`src/hdl/ldc_pkg.sv`:
```
package ldc_pkg;

  localparam int WORD_BITS = 48;
  localparam int CNT_W     = $clog2(WORD_BITS);
  localparam int CFG_W     = 7;
  localparam int CFG_IDX_W = 3;
  localparam int CLK_W     = 6;
  localparam int LEN_W     = 9;
  localparam int QDEPTH    = 2;
  localparam int QPTR_W    = $clog2(QDEPTH);

  localparam logic [1:0] CMD_GS         = 2'd0;
  localparam logic [1:0] CMD_FC         = 2'd1;
  localparam logic [1:0] CMD_FRAME_SYNC = 2'd2;
  localparam logic [1:0] CMD_FCWREN     = 2'd3;

  localparam logic [CFG_IDX_W-1:0] REG_CHAIN_LENGTH = 3'd0;
  localparam logic [CFG_IDX_W-1:0] REG_GS_CLOCKS    = 3'd1;
  localparam logic [CFG_IDX_W-1:0] REG_FC_CLOCKS    = 3'd2;
  localparam logic [CFG_IDX_W-1:0] REG_VSYNC_CLOCKS = 3'd3;
  localparam logic [CFG_IDX_W-1:0] REG_FCWREN_CLOCKS = 3'd4;

  localparam logic [CNT_W-1:0] LAST_IDX = CNT_W'(WORD_BITS - 1);

  typedef struct packed {
    logic [1:0]           command;
    logic [WORD_BITS-1:0] word;
  } ldc_req_t;

  typedef struct packed {
    logic data_bit;
    logic latch_level;
    logic last_bit;
  } ldc_res_t;

  typedef struct packed {
    logic [WORD_BITS-1:0] word;
    logic [CNT_W-1:0]     start;
    logic [CNT_W-1:0]     k;
  } ldc_desc_t;

  function automatic logic [CNT_W-1:0] clamp_clocks(input logic [CLK_W-1:0] k);
    logic [CNT_W-1:0] r;
    if (k > CLK_W'(WORD_BITS - 1)) begin
      r = LAST_IDX;
    end else begin
      r = CNT_W'(k);
    end
    return r;
  endfunction

endpackage

```
`src/hdl/ldc_front.sv`:
```
module ldc_front import ldc_pkg::*; #(
  parameter int MAX_CHIPS = 64
) (
  input  logic                 clk_i,
  input  logic                 rst_ni,
  input  logic                 cfg_we_i,
  input  logic [CFG_IDX_W-1:0] cfg_idx_i,
  input  logic [CFG_W-1:0]     cfg_wdata_i,
  input  logic                 accept_i,
  input  ldc_req_t             req_i,
  output logic                 push_o,
  output ldc_desc_t            desc_o
);

  localparam int WS_W = (MAX_CHIPS > 1) ? $clog2(MAX_CHIPS) : 1;

  logic [CFG_W-1:0] chain_q;
  logic [CLK_W-1:0] gs_q, fc_q, vs_q, we_q;
  logic [WS_W-1:0]  ws_q, ws_d;
  logic [LEN_W-1:0] len_eff, ws_next;
  logic             last_word, is_cmd;
  logic [CNT_W-1:0] k_cmd, k_data;

  always_ff @(posedge clk_i or negedge rst_ni) begin
    if (!rst_ni) begin
      chain_q <= CFG_W'(1);
      gs_q    <= CLK_W'(1);
      fc_q    <= CLK_W'(5);
      vs_q    <= CLK_W'(3);
      we_q    <= CLK_W'(15);
    end else if (cfg_we_i) begin
      case (cfg_idx_i)
        REG_CHAIN_LENGTH:  chain_q <= cfg_wdata_i;
        REG_GS_CLOCKS:     gs_q    <= cfg_wdata_i[CLK_W-1:0];
        REG_FC_CLOCKS:     fc_q    <= cfg_wdata_i[CLK_W-1:0];
        REG_VSYNC_CLOCKS:  vs_q    <= cfg_wdata_i[CLK_W-1:0];
        REG_FCWREN_CLOCKS: we_q    <= cfg_wdata_i[CLK_W-1:0];
        default: ;
      endcase
    end
  end

  always_comb begin
    if (chain_q == '0) begin
      len_eff = LEN_W'(1);
    end else if (LEN_W'(chain_q) > LEN_W'(MAX_CHIPS)) begin
      len_eff = LEN_W'(MAX_CHIPS);
    end else begin
      len_eff = LEN_W'(chain_q);
    end
    ws_next   = LEN_W'(ws_q) + LEN_W'(1);
    last_word = ws_next >= len_eff;
    is_cmd    = (req_i.command == CMD_FRAME_SYNC) || (req_i.command == CMD_FCWREN);
    k_cmd     = clamp_clocks((req_i.command == CMD_FRAME_SYNC) ? vs_q : we_q);
    k_data    = last_word ?
                clamp_clocks((req_i.command == CMD_GS) ? gs_q : fc_q) : '0;

    ws_d = ws_q;
    if (accept_i && !is_cmd) begin
      ws_d = last_word ? '0 : ws_next[WS_W-1:0];
    end

    if (is_cmd) begin
      desc_o.word  = '0;
      desc_o.start = k_cmd - CNT_W'(1);
      desc_o.k     = k_cmd;
      push_o       = accept_i && (k_cmd != '0);
    end else begin
      desc_o.word  = req_i.word;
      desc_o.start = LAST_IDX;
      desc_o.k     = k_data;
      push_o       = accept_i;
    end
  end

  always_ff @(posedge clk_i or negedge rst_ni) begin
    if (!rst_ni) begin
      ws_q <= '0;
    end else begin
      ws_q <= ws_d;
    end
  end

endmodule

```
`src/hdl/ldc_fifo.sv`:
```
module ldc_fifo import ldc_pkg::*; (
  input  logic      clk_i,
  input  logic      rst_ni,
  input  logic      push_i,
  input  ldc_desc_t wdata_i,
  input  logic      pop_i,
  output ldc_desc_t rdata_o,
  output logic      full_o,
  output logic      empty_o
);

  ldc_desc_t           mem_q [QDEPTH];
  logic [QPTR_W-1:0]   wr_q, rd_q;
  logic [QPTR_W:0]     cnt_q;

  assign full_o  = cnt_q == (QPTR_W+1)'(QDEPTH);
  assign empty_o = cnt_q == '0;
  assign rdata_o = mem_q[rd_q];

  always_ff @(posedge clk_i) begin
    if (push_i) begin
      mem_q[wr_q] <= wdata_i;
    end
  end

  always_ff @(posedge clk_i or negedge rst_ni) begin
    if (!rst_ni) begin
      wr_q  <= '0;
      rd_q  <= '0;
      cnt_q <= '0;
    end else begin
      if (push_i) begin
        wr_q <= (wr_q == QPTR_W'(QDEPTH - 1)) ? '0 : wr_q + QPTR_W'(1);
      end
      if (pop_i) begin
        rd_q <= (rd_q == QPTR_W'(QDEPTH - 1)) ? '0 : rd_q + QPTR_W'(1);
      end
      case ({push_i, pop_i})
        2'b10:   cnt_q <= cnt_q + (QPTR_W+1)'(1);
        2'b01:   cnt_q <= cnt_q - (QPTR_W+1)'(1);
        default: cnt_q <= cnt_q;
      endcase
    end
  end

endmodule

```
`src/hdl/ldc_back.sv`:
```
module ldc_back import ldc_pkg::*; (
  input  logic      clk_i,
  input  logic      rst_ni,
  input  logic      q_empty_i,
  input  ldc_desc_t desc_i,
  output logic      q_pop_o,
  output logic      busy_o,
  output logic      empty_o,
  output ldc_res_t  res_o,
  input  logic      pop_i
);

  logic [WORD_BITS-1:0] sh_q;
  logic [CNT_W-1:0]     cnt_q, k_q;
  logic                 busy_q, out_valid_q;
  ldc_res_t             out_q;
  logic                 can_load, emit, finish;

  assign can_load = !out_valid_q || pop_i;
  assign emit     = busy_q && can_load;
  assign finish   = emit && (cnt_q == '0);
  assign q_pop_o  = !q_empty_i && (!busy_q || finish);
  assign busy_o   = busy_q;
  assign empty_o  = !out_valid_q;
  assign res_o    = out_q;

  always_ff @(posedge clk_i) begin
    if (q_pop_o) begin
      sh_q  <= desc_i.word;
      cnt_q <= desc_i.start;
      k_q   <= desc_i.k;
    end else if (emit) begin
      sh_q  <= {sh_q[WORD_BITS-2:0], 1'b0};
      cnt_q <= cnt_q - CNT_W'(1);
    end
    if (emit) begin
      out_q.data_bit    <= sh_q[WORD_BITS-1];
      out_q.latch_level <= cnt_q < k_q;
      out_q.last_bit    <= cnt_q == '0;
    end
  end

  always_ff @(posedge clk_i or negedge rst_ni) begin
    if (!rst_ni) begin
      busy_q      <= 1'b0;
      out_valid_q <= 1'b0;
    end else begin
      if (q_pop_o) begin
        busy_q <= 1'b1;
      end else if (finish) begin
        busy_q <= 1'b0;
      end
      if (emit) begin
        out_valid_q <= 1'b1;
      end else if (pop_i) begin
        out_valid_q <= 1'b0;
      end
    end
  end

endmodule

```
`src/hdl/led_driver_latch_command_shifter_top.sv`:
```
// Serial shifter for a daisy chain of LED drivers that take a command as the
// number of clocks spent with the latch line high.
// Request side: push_i with in_i (command, word); a request is taken when
// push_i is high and full_o low. Result side: one result per serial clock
// (data_bit, latch_level, last_bit) is on res_o while empty_o is low and is
// taken when pop_i is high.
// A data word yields 48 results, MSB first; the last word of the chain
// raises the latch on its final k results. Vsync and write enable yield k
// zero bits with the latch high, or nothing when k is zero.
// A taken request passes through the queue, the shifter registers and the
// output register before its first result appears. Throughput: one result
// per cycle while the receiver keeps pop_i high; the single-bit shifter
// sets that rate. A two-entry queue sits between the classifier and the
// shifter, so requests are taken while a word is shifting.
// Configuration: cfg_we_i, cfg_idx_i, cfg_wdata_i, taken at once.
// Reset: queue and output empty, word count zero, registers at defaults.
// A stalled receiver holds the current result; the queue then fills and
// full_o rises.
module led_driver_latch_command_shifter_top import ldc_pkg::*; #(
  parameter int MAX_CHIPS = 64
) (
  input  logic                 clk_i,
  input  logic                 rst_ni,
  input  logic                 cfg_we_i,
  input  logic [CFG_IDX_W-1:0] cfg_idx_i,
  input  logic [CFG_W-1:0]     cfg_wdata_i,
  input  logic                 push_i,
  output logic                 full_o,
  input  ldc_req_t             in_i,
  output logic                 empty_o,
  input  logic                 pop_i,
  output ldc_res_t             res_o
);

  logic      accept, f_push, q_pop, q_empty, busy;
  ldc_desc_t f_desc, q_desc;

  assign accept = push_i && !full_o;

  ldc_front #(.MAX_CHIPS(MAX_CHIPS)) u_front (
    .clk_i      (clk_i),
    .rst_ni     (rst_ni),
    .cfg_we_i   (cfg_we_i),
    .cfg_idx_i  (cfg_idx_i),
    .cfg_wdata_i(cfg_wdata_i),
    .accept_i   (accept),
    .req_i      (in_i),
    .push_o     (f_push),
    .desc_o     (f_desc)
  );

  ldc_fifo u_fifo (
    .clk_i  (clk_i),
    .rst_ni (rst_ni),
    .push_i (f_push),
    .wdata_i(f_desc),
    .pop_i  (q_pop),
    .rdata_o(q_desc),
    .full_o (full_o),
    .empty_o(q_empty)
  );

  ldc_back u_back (
    .clk_i    (clk_i),
    .rst_ni   (rst_ni),
    .q_empty_i(q_empty),
    .desc_i   (q_desc),
    .q_pop_o  (q_pop),
    .busy_o   (busy),
    .empty_o  (empty_o),
    .res_o    (res_o),
    .pop_i    (pop_i)
  );

  a_reset_empty : assert property (@(posedge clk_i) !rst_ni |=> empty_o)
    else $error("result queue not empty after reset");

  a_full_busy : assert property (@(posedge clk_i) disable iff (!rst_ni)
    full_o |-> busy)
    else $error("queue full while shifter idle");

  a_mid_item_busy : assert property (@(posedge clk_i) disable iff (!rst_ni)
    (!empty_o && !res_o.last_bit) |-> busy)
    else $error("item ended without a final clock");

endmodule

```
`config.mk`:
```
export PLATFORM = sky130hd
export DESIGN_NAME = led_driver_latch_command_shifter_top
export DESIGN_NICKNAME = d
export VERILOG_FILES = /design/src/hdl/ldc_pkg.sv /design/src/hdl/ldc_front.sv /design/src/hdl/ldc_fifo.sv /design/src/hdl/ldc_back.sv /design/src/hdl/led_driver_latch_command_shifter_top.sv
export SDC_FILE = /design/constraint.sdc
export NUM_CORES = 1
export LEC_CHECK = 0
export BUFFER_PORTS_ARGS = -buffer_cell sky130_fd_sc_hd__buf_2
export CORE_ASPECT_RATIO = 1.75
export CORE_MARGIN = 2
export CORE_UTILIZATION = 62
export DETAILED_ROUTE_END_ITERATION = 10
export PLACE_DENSITY = 0.82
export SYNTH_ARGS = -nofsm -noshare
export SYNTH_HDL_FRONTEND = slang
export SYNTH_SLANG_ARGS = --single-unit
```
`constraint.sdc`:
```
create_clock -name clk_i -period 7.5 [get_ports clk_i]
set_input_delay 0.375 -clock clk_i [delete_from_list [all_inputs] [get_ports clk_i]]
set_output_delay 0.375 -clock clk_i [all_outputs]
set_load 0.05 [all_outputs]
```
; ---- After elaboration in Yosys (flattened, before gate mapping)
; Memory sizes are Yosys's and may differ from the RTL's.
; Cells that the tools add are included.
[totals]
reg_bits = 106
ram_bits = 120
inputBits = 65
output_inout_bits = 5
wordCells = 91
mem_count = 1
[memory_table]
columns = name, depth, word_bits, rd, rd_clocked_by_memory_dff, wr, line
row1 = u_fifo.mem_q, 2, 60, 1, 0, 1, ldc_fifo.sv:12  ; ldc_desc_t mem_q [QDEPTH];
[op_classes]
add_sub_neg = 7
magnitude_cmp = 5
eq_ne = 9
mux = 23
reduce_logical = 29
[op_table]
columns = op, n
row1 = 48-bit 2-to-1 mux, 2
row2 = 60-bit 2-to-1 mux, 1
row3 = 6-bit 2-to-1 mux, 8
row4 = 6-bit > comparator (second input constant), 2
row5 = 6-bit by 1-bit subtractor with 6-bit output (second input constant), 2
row6 = 2-bit AND reduction, 5
row7 = 9-bit greater-or-equal comparator, 1
row8 = 1-bit 2-to-1 mux, 9
row9 = 9-bit 2-to-1 mux, 1
row10 = 2-bit == test (second input constant), 4
row11 = 2-bit nonzero test, 4
row12 = 6-bit by 1-bit adder with 7-bit output (second input constant), 1
row13 = 7-bit > comparator (second input constant), 1
row14 = 7-bit zero test, 1
row15 = 7-bit 2-to-1 mux, 1
row16 = 3-bit by 2-bit == test with 1-bit output (second input constant), 2
row17 = 1-bit logical AND, 6
row18 = 6-bit zero test, 1
row19 = 6-bit less-than comparator, 1
row20 = 6-bit nonzero test, 1
row21 = 1-bit zero test, 5
row22 = 2-bit zero test, 2
row23 = 2-bit one-hot mux with 2 select lines, 1
row24 = 3-bit by 1-bit == test with 1-bit output (second input constant), 1
row25 = 7 further kinds, 10

; ---- Longest topological paths before layout
[depth]
ltp_word = 9
ltp_mapped = 11
depth_no_buf = 9

; ---- By module
; A second synthesis with hierarchy kept.
[hier_totals]
hier_cells = 643
area_unflattened_um2 = 10251.1
[by_module_without_submodules]
columns = mod, instances, cells_each, area_each_um2, seq_area_each_um2
row1 = ldc_fifo, 1, 203, 4815.9, 3703.6
row2 = ldc_back, 1, 172, 2895.3, 1941.9
row3 = ldc_front, 1, 267, 2526.2, 938.4
row4 = led_driver_latch_command_shifter_top, 1, 1, 13.8, 0.0

; ---- Least setup slack after synthesis
; OpenSTA, ideal clock, no wires.
[synth_path]
path_type = input port to flip-flop
from = in in_i[49] (netlist name)
to = mem u_fifo.mem_q[0][0] (netlist name), enable pin
setup_time_ns = 0.478
arrival_time_ns = 3.985
t_required_ns = 7.022
slack_ns = 3.037
path_stages = 7
n_path_buf = 1
cell_sequence = buf_2 and4b_1 a31oi_1 and3_1 ha_1 a41o_1 nor2_1
[synth_between]
elab_chain_len = 9
elab_cells_between_ends = 11
cone_classes = 1 x order compare / 2 x eq/ne / 5 x mux / 3 x reduce/logical
[synth_rtl]
columns = item, line
row1 = "start, declared", led_driver_latch_command_shifter_top.sv:29  ; input ldc_req_t in_i,
row2 = 2-bit == test, "ldc_front.sv:53, ldc_front.sv:54"
row3 = 6-bit 2-to-1 mux, ldc_front.sv:54  ; k_cmd = clamp_clocks((req_i.command == CMD_FRAME_SYNC) ? vs_q : we_q);
row4 = 6-bit > comparator, ldc_pkg.sv:44  ; if (k > CLK_W'(WORD_BITS - 1)) begin
row5 = 6-bit 2-to-1 mux, ldc_pkg.sv:44
row6 = 6-bit nonzero test, ldc_front.sv:67  ; push_o = accept_i && (k_cmd != '0);
row7 = 1-bit logical AND, ldc_front.sv:67
row8 = 1-bit 2-to-1 mux *, ldc_front.sv:63  ; if (is_cmd) begin
row9 = 1-bit 2-to-1 mux *, ldc_fifo.sv:21  ; if (push_i) begin
row10 = 1-bit 2-to-1 mux (not written as such) *, ldc_fifo.sv:22  ; mem_q[wr_q] <= wdata_i;
row11 = "end, declared", ldc_fifo.sv:12
; Every way passes the cells marked *; elsewhere a longest branch is shown, timed or not.

; ---- Worst setup path after layout
[layout_path]
from = reg u_back.cnt_q[2]
to = reg u_back.sh_q[27], enable pin
[layout_between]
elab_chain_len = 5
[layout_rtl]
columns = item, line
row1 = "start, declared", ldc_back.sv:14  ; logic [CNT_W-1:0] cnt_q, k_q;
row2 = "start signal, assigned", ldc_back.sv:30  ; cnt_q <= desc_i.start;
row3 = "start signal, assigned", ldc_back.sv:34  ; cnt_q <= cnt_q - CNT_W'(1);
row4 = 6-bit zero test, ldc_back.sv:21  ; assign finish = emit && (cnt_q == '0);
row5 = 1-bit logical AND, ldc_back.sv:21
row6 = 1-bit logical OR, ldc_back.sv:22  ; assign q_pop_o = !q_empty_i && (!busy_q || finish);
row7 = 1-bit logical AND, ldc_back.sv:22
row8 = 2-bit nonzero test (no line), -
row9 = "end signal, assigned", ldc_back.sv:29  ; sh_q <= desc_i.word;
row10 = "end signal, assigned", ldc_back.sv:33  ; sh_q <= {sh_q[WORD_BITS-2:0], 1'b0};
row11 = "end, declared", ldc_back.sv:13  ; logic [WORD_BITS-1:0] sh_q;
; No other way between the ends.
; A chain may end at the register's enable or synchronous reset.

==> results by group <==
Synth
  – Sequential share of the synthesized area: 0.673
  – Syn Inst Count: 699
  – Mapped Area: 9790 um2
  – Ys async rst share: 0.190
  – Number of synthesized flops with an enable pin: 183
  – Multiplexer share of the synthesized area: 0.104
  – Main flop type after synthesis: edfxtp_1
  – Main combinational cell family by area after synthesis: multiplexers
  – Compound-cell area share of the yosys netlist: 0.0600
  – Seq cells post-synth: 226
  – Synth Warn #: 0
  – Simple-Gate Fraction of Synth Area: 0.103
  – Synth Area in Adders: 0.0230
  – Syn Nets: 782
  – Yosys cell types: 50
  – XOR/XNOR share of the synthesized area: 0.0143
  – Post-Syn Area per Cell: 14.0 um2

Place
  – Buffers on Ports: 69
  – Detailed placement HPWL: 11.2 mm
  – Final Wtd Congestion: 0.859
  – DP Area: 10,300 um2

Clocking
  – Cts-stage hold buffer count: 0
  – Skew-Pair Late Insertion Delay: 490 ps
  – Clock root buffer: clkbuf_16
  – Htree depth: 1
  – Clock-pin slew on the worst setup and hold paths: 70 ps
  – CTS max path bufs: 3
  – Setup Buffers After CTS: 0
  – Clock sinks: 226
  – # resized after CTS: 0
  – CTS tree: yes
  – TritonCTS Buffers: 20

STA
  – RSZ-0062 raised after global routing: false
  – Setup violations, final: 0
  – Worst-Margin Slew: 1040 ps
  – Final Hold Fails: 0
  – Post-layout minimum cycle time: 3270 ps
  – Fmax: 0.305 GHz
  – Setup_tns: 0 ps
  – Slew Limit Fails: 0
  – Rel. slew slack: 0.307
  – Fin crit share: 0.436
  – Skew final: 12.4 ps

Floorplanning
  – Die footprint: 16,800 um2
  – CORE AREA: 15,400 um2
  – FP Rows: 60
  – # IOs: 70
  – Starting density of the core: 0.636
  – Die W: 99.0 um
  – Die height: 170 um

Global route
  – Global-route wire length before repair: 27.5 mm
  – Largest net degree at the start of global routing: 75
  – Antenna violations before repair: 0
  – Total gr overflow: 0
  – Vias in the first global route: 5,867
  – Gr usage total: 0.206

Critical path
  – R2R Setup Slk: 4230 ps
  – Slowest Stage Delay on Critical Path: 580 ps
  – WP data arrival: 3400 ps
  – Buffers plus inverters on the worst setup path: 1
  – Critical Path RT: 7630 ps
  – Startpoint type of the worst setup path: flip-flop
  – Crit end category: flip-flop
  – Crit path cell chain: or3_4 > o31ai_2 > o21a_4 > or2_2 > buf_4
  – CP delay by family, top: simple AND/OR/NAND/NOR gates
  – Max FO, Critical Path: 51
  – Slowest stage cell, crit path: or2_2
  – Worst Setup Path Type: flip-flop to flip-flop

Cells and area
  – Final Instance Area: 10,900 um2
  – Fillers: 986
  – Area growth, synth to finish: 11.5%
  – Layout cell share with drive strength beyond 1: 0.230
  – Final #Nets: 847
  – Diode count: 0

Pwr
  – Switching power: 0.000987 W
  – Clock power frac: 0.285
  – Power Dens Cells: 324 nW/um2
  – Lkg Pwr: 4.08 nW
  – Power Internal: 0.00255 W
  – Worst VDD drop: 269 uV
  – Flop pwr share: 0.527
  – Net Sw Frac: 0.279
  – Logic gate share of total power: 0.188

Detailed routing
  – DRT Pass-1 Iters: 5
  – First DRT Iteration DRCs: 396
  – DRC viols: 0
  – Via/cell ratio: 5.81
  – Via count: 5,602
  – Detailed-route wire length per cell: 17.8 um
  – Post-Route WL: 17.2 mm
  – Final ANT Viol Nets: 0

Flow run
  – Max_cap viols: 0

Hold path
  – Worst Hold Class: input port to asynchronous set/reset pin

Outcome
  – Run status: complete, no violations
[cells in the mapped netlist (all sizes together) (14+ instances only)]
library cell / count / area share
nor2: 69 / 0.026
ha: 18 / 0.023
edfxtp: 183 / 0.56
a21oi: 56 / 0.036
nand2: 45 / 0.017
buf: 14 / 0.011
o21ai: 14 / 0.0072
inv: 16 / 0.0061
nor2b: 52 / 0.033
clkbuf: 17 / 0.0065
dfrtp: 33 / 0.084
mux2: 34 / 0.039
mux2i: 63 / 0.064
[layout make-up]
class | instances | area [um2] | share of cell area
timing repair buffer | 74 | 383 | 0.0351
inverter | 16 | 60.1 | 0.00550
clock inverter | 11 | 113 | 0.0103
multi-input combinational | 426 | 3000 | 0.275
clock buffer | 25 | 541 | 0.0495
tap | 186 | 233 | 0.0213
sequential | 226 | 6590 | 0.604
[cell usage in the layout, fill, tap and decap left out, drive strengths merged, types with 2 or more instances in the layout]
| cell type | n |
|---|---|
| nand2b | 8 |
| mux2 | 34 |
| o31ai | 4 |
| nor2 | 69 |
| inv | 17 |
| nand4 | 3 |
| mux2i | 63 |
| and3 | 5 |
| or4b | 2 |
| a21oi | 56 |
| clkinv | 6 |
| o21ai | 14 |
| a211oi | 2 |
| dfrtp | 33 |
| xor2 | 6 |
| nor2b | 52 |
| or2 | 2 |
| buf | 74 |
| nand3 | 9 |
| clkinvlp | 2 |
| nand2 | 45 |
| a31oi | 3 |
| nor3b | 2 |
| nor3 | 4 |
| bufinv | 2 |
| a21o | 2 |
| dfstp | 10 |
| ha | 18 |
| o22ai | 3 |
| clkbuf | 25 |
| edfxtp | 183 |
| xnor2 | 10 |
[per-layer routing]
metal | share of wire | vias up | track usage
li1 | - | 2664 | -
met1 | 0.37 | 2752 | 0.221
met2 | 0.56 | 145 | 0.395
met3 | 0.042 | 41 | 0.0275
met4 | 0.034 | 0 | 0.0917
met5 | 0 | - | 0
[state kept, by name (all words and copies together) (netlist names), 2 cells and up]
register and cells:
u_back.sh_q 48, u_front.we_q 6, u_front.chain_q 7, u_fifo.cnt_q 2
u_front.gs_q 6, u_back.res_o 3, u_back.cnt_q 6, u_front.ws_q 6
u_fifo.mem_q 120, u_front.fc_q 6, u_front.vs_q 6, u_back.k_q 6
[worst paths after layout]
path / startpoint / to / cells past startpoint
worst max-delay path: u_back.cnt_q[2]$_DFFE_PP_ / u_back.sh_q[27]$_DFFE_PP_ / 5
worst min-delay path: rst_ni / u_front.chain_q[6]$_DFFE_PN0P_ / 1
worst max register to register: u_back.cnt_q[2]$_DFFE_PP_ / u_back.sh_q[27]$_DFFE_PP_ / 5
worst min register to register: u_back.sh_q[47]$_DFFE_PP_ / u_back.res_o[2]$_DFFE_PP_ / 0
max in group asynchronous: rst_ni / u_fifo.rd_q$_DFFE_PN0P_ / 1
min in group clk_i: cfg_wdata_i[6] / u_front.chain_q[6]$_DFFE_PN0P_ / 3
[through the flow]
step	total power, W	setup WS (ps)	hold WS [ps]	instances	util
6_report	0.00354	4230	28.3	964	0.709
4_1_cts	0.00356	4230	45.8	964	0.709
3_5_place_dp	0.00255	3980	405	928	0.667
5_1_grt	0.00368	4060	112	964	0.709
3_3_place_gp	0.00249	4130	405	928	0.667
2_1_floorplan	0.00234	3040	79.4	699	-
[logic make-up after synthesis]
logic type      Yosys count
compound gates           90
xor+xnor                 16
fa+ha+maj                18
buf+inv                  47
flops                   226
mux                      97
simple gates            205
[worst register-to-register path, stage by stage (launching register included)]
cell and delay, ps:
edfxtp_1 490, or3_4 430, o31ai_2 320, o21a_4 560
or2_2 590, buf_4 500
[power groups by stage]
stage | Combinational, W | Sequential (W) | Clock (W)
after global placement | 0.000626 | 0.00187 | 0
after floorplan | 0.000566 | 0.00178 | 0
after global routing | 0.000731 | 0.00189 | 0.00107
final | 0.000666 | 0.00186 | 0.00101
after detailed placement | 0.000661 | 0.00188 | 0
after CTS | 0.000670 | 0.00186 | 0.00103
(Power assumes the default switching activity.)
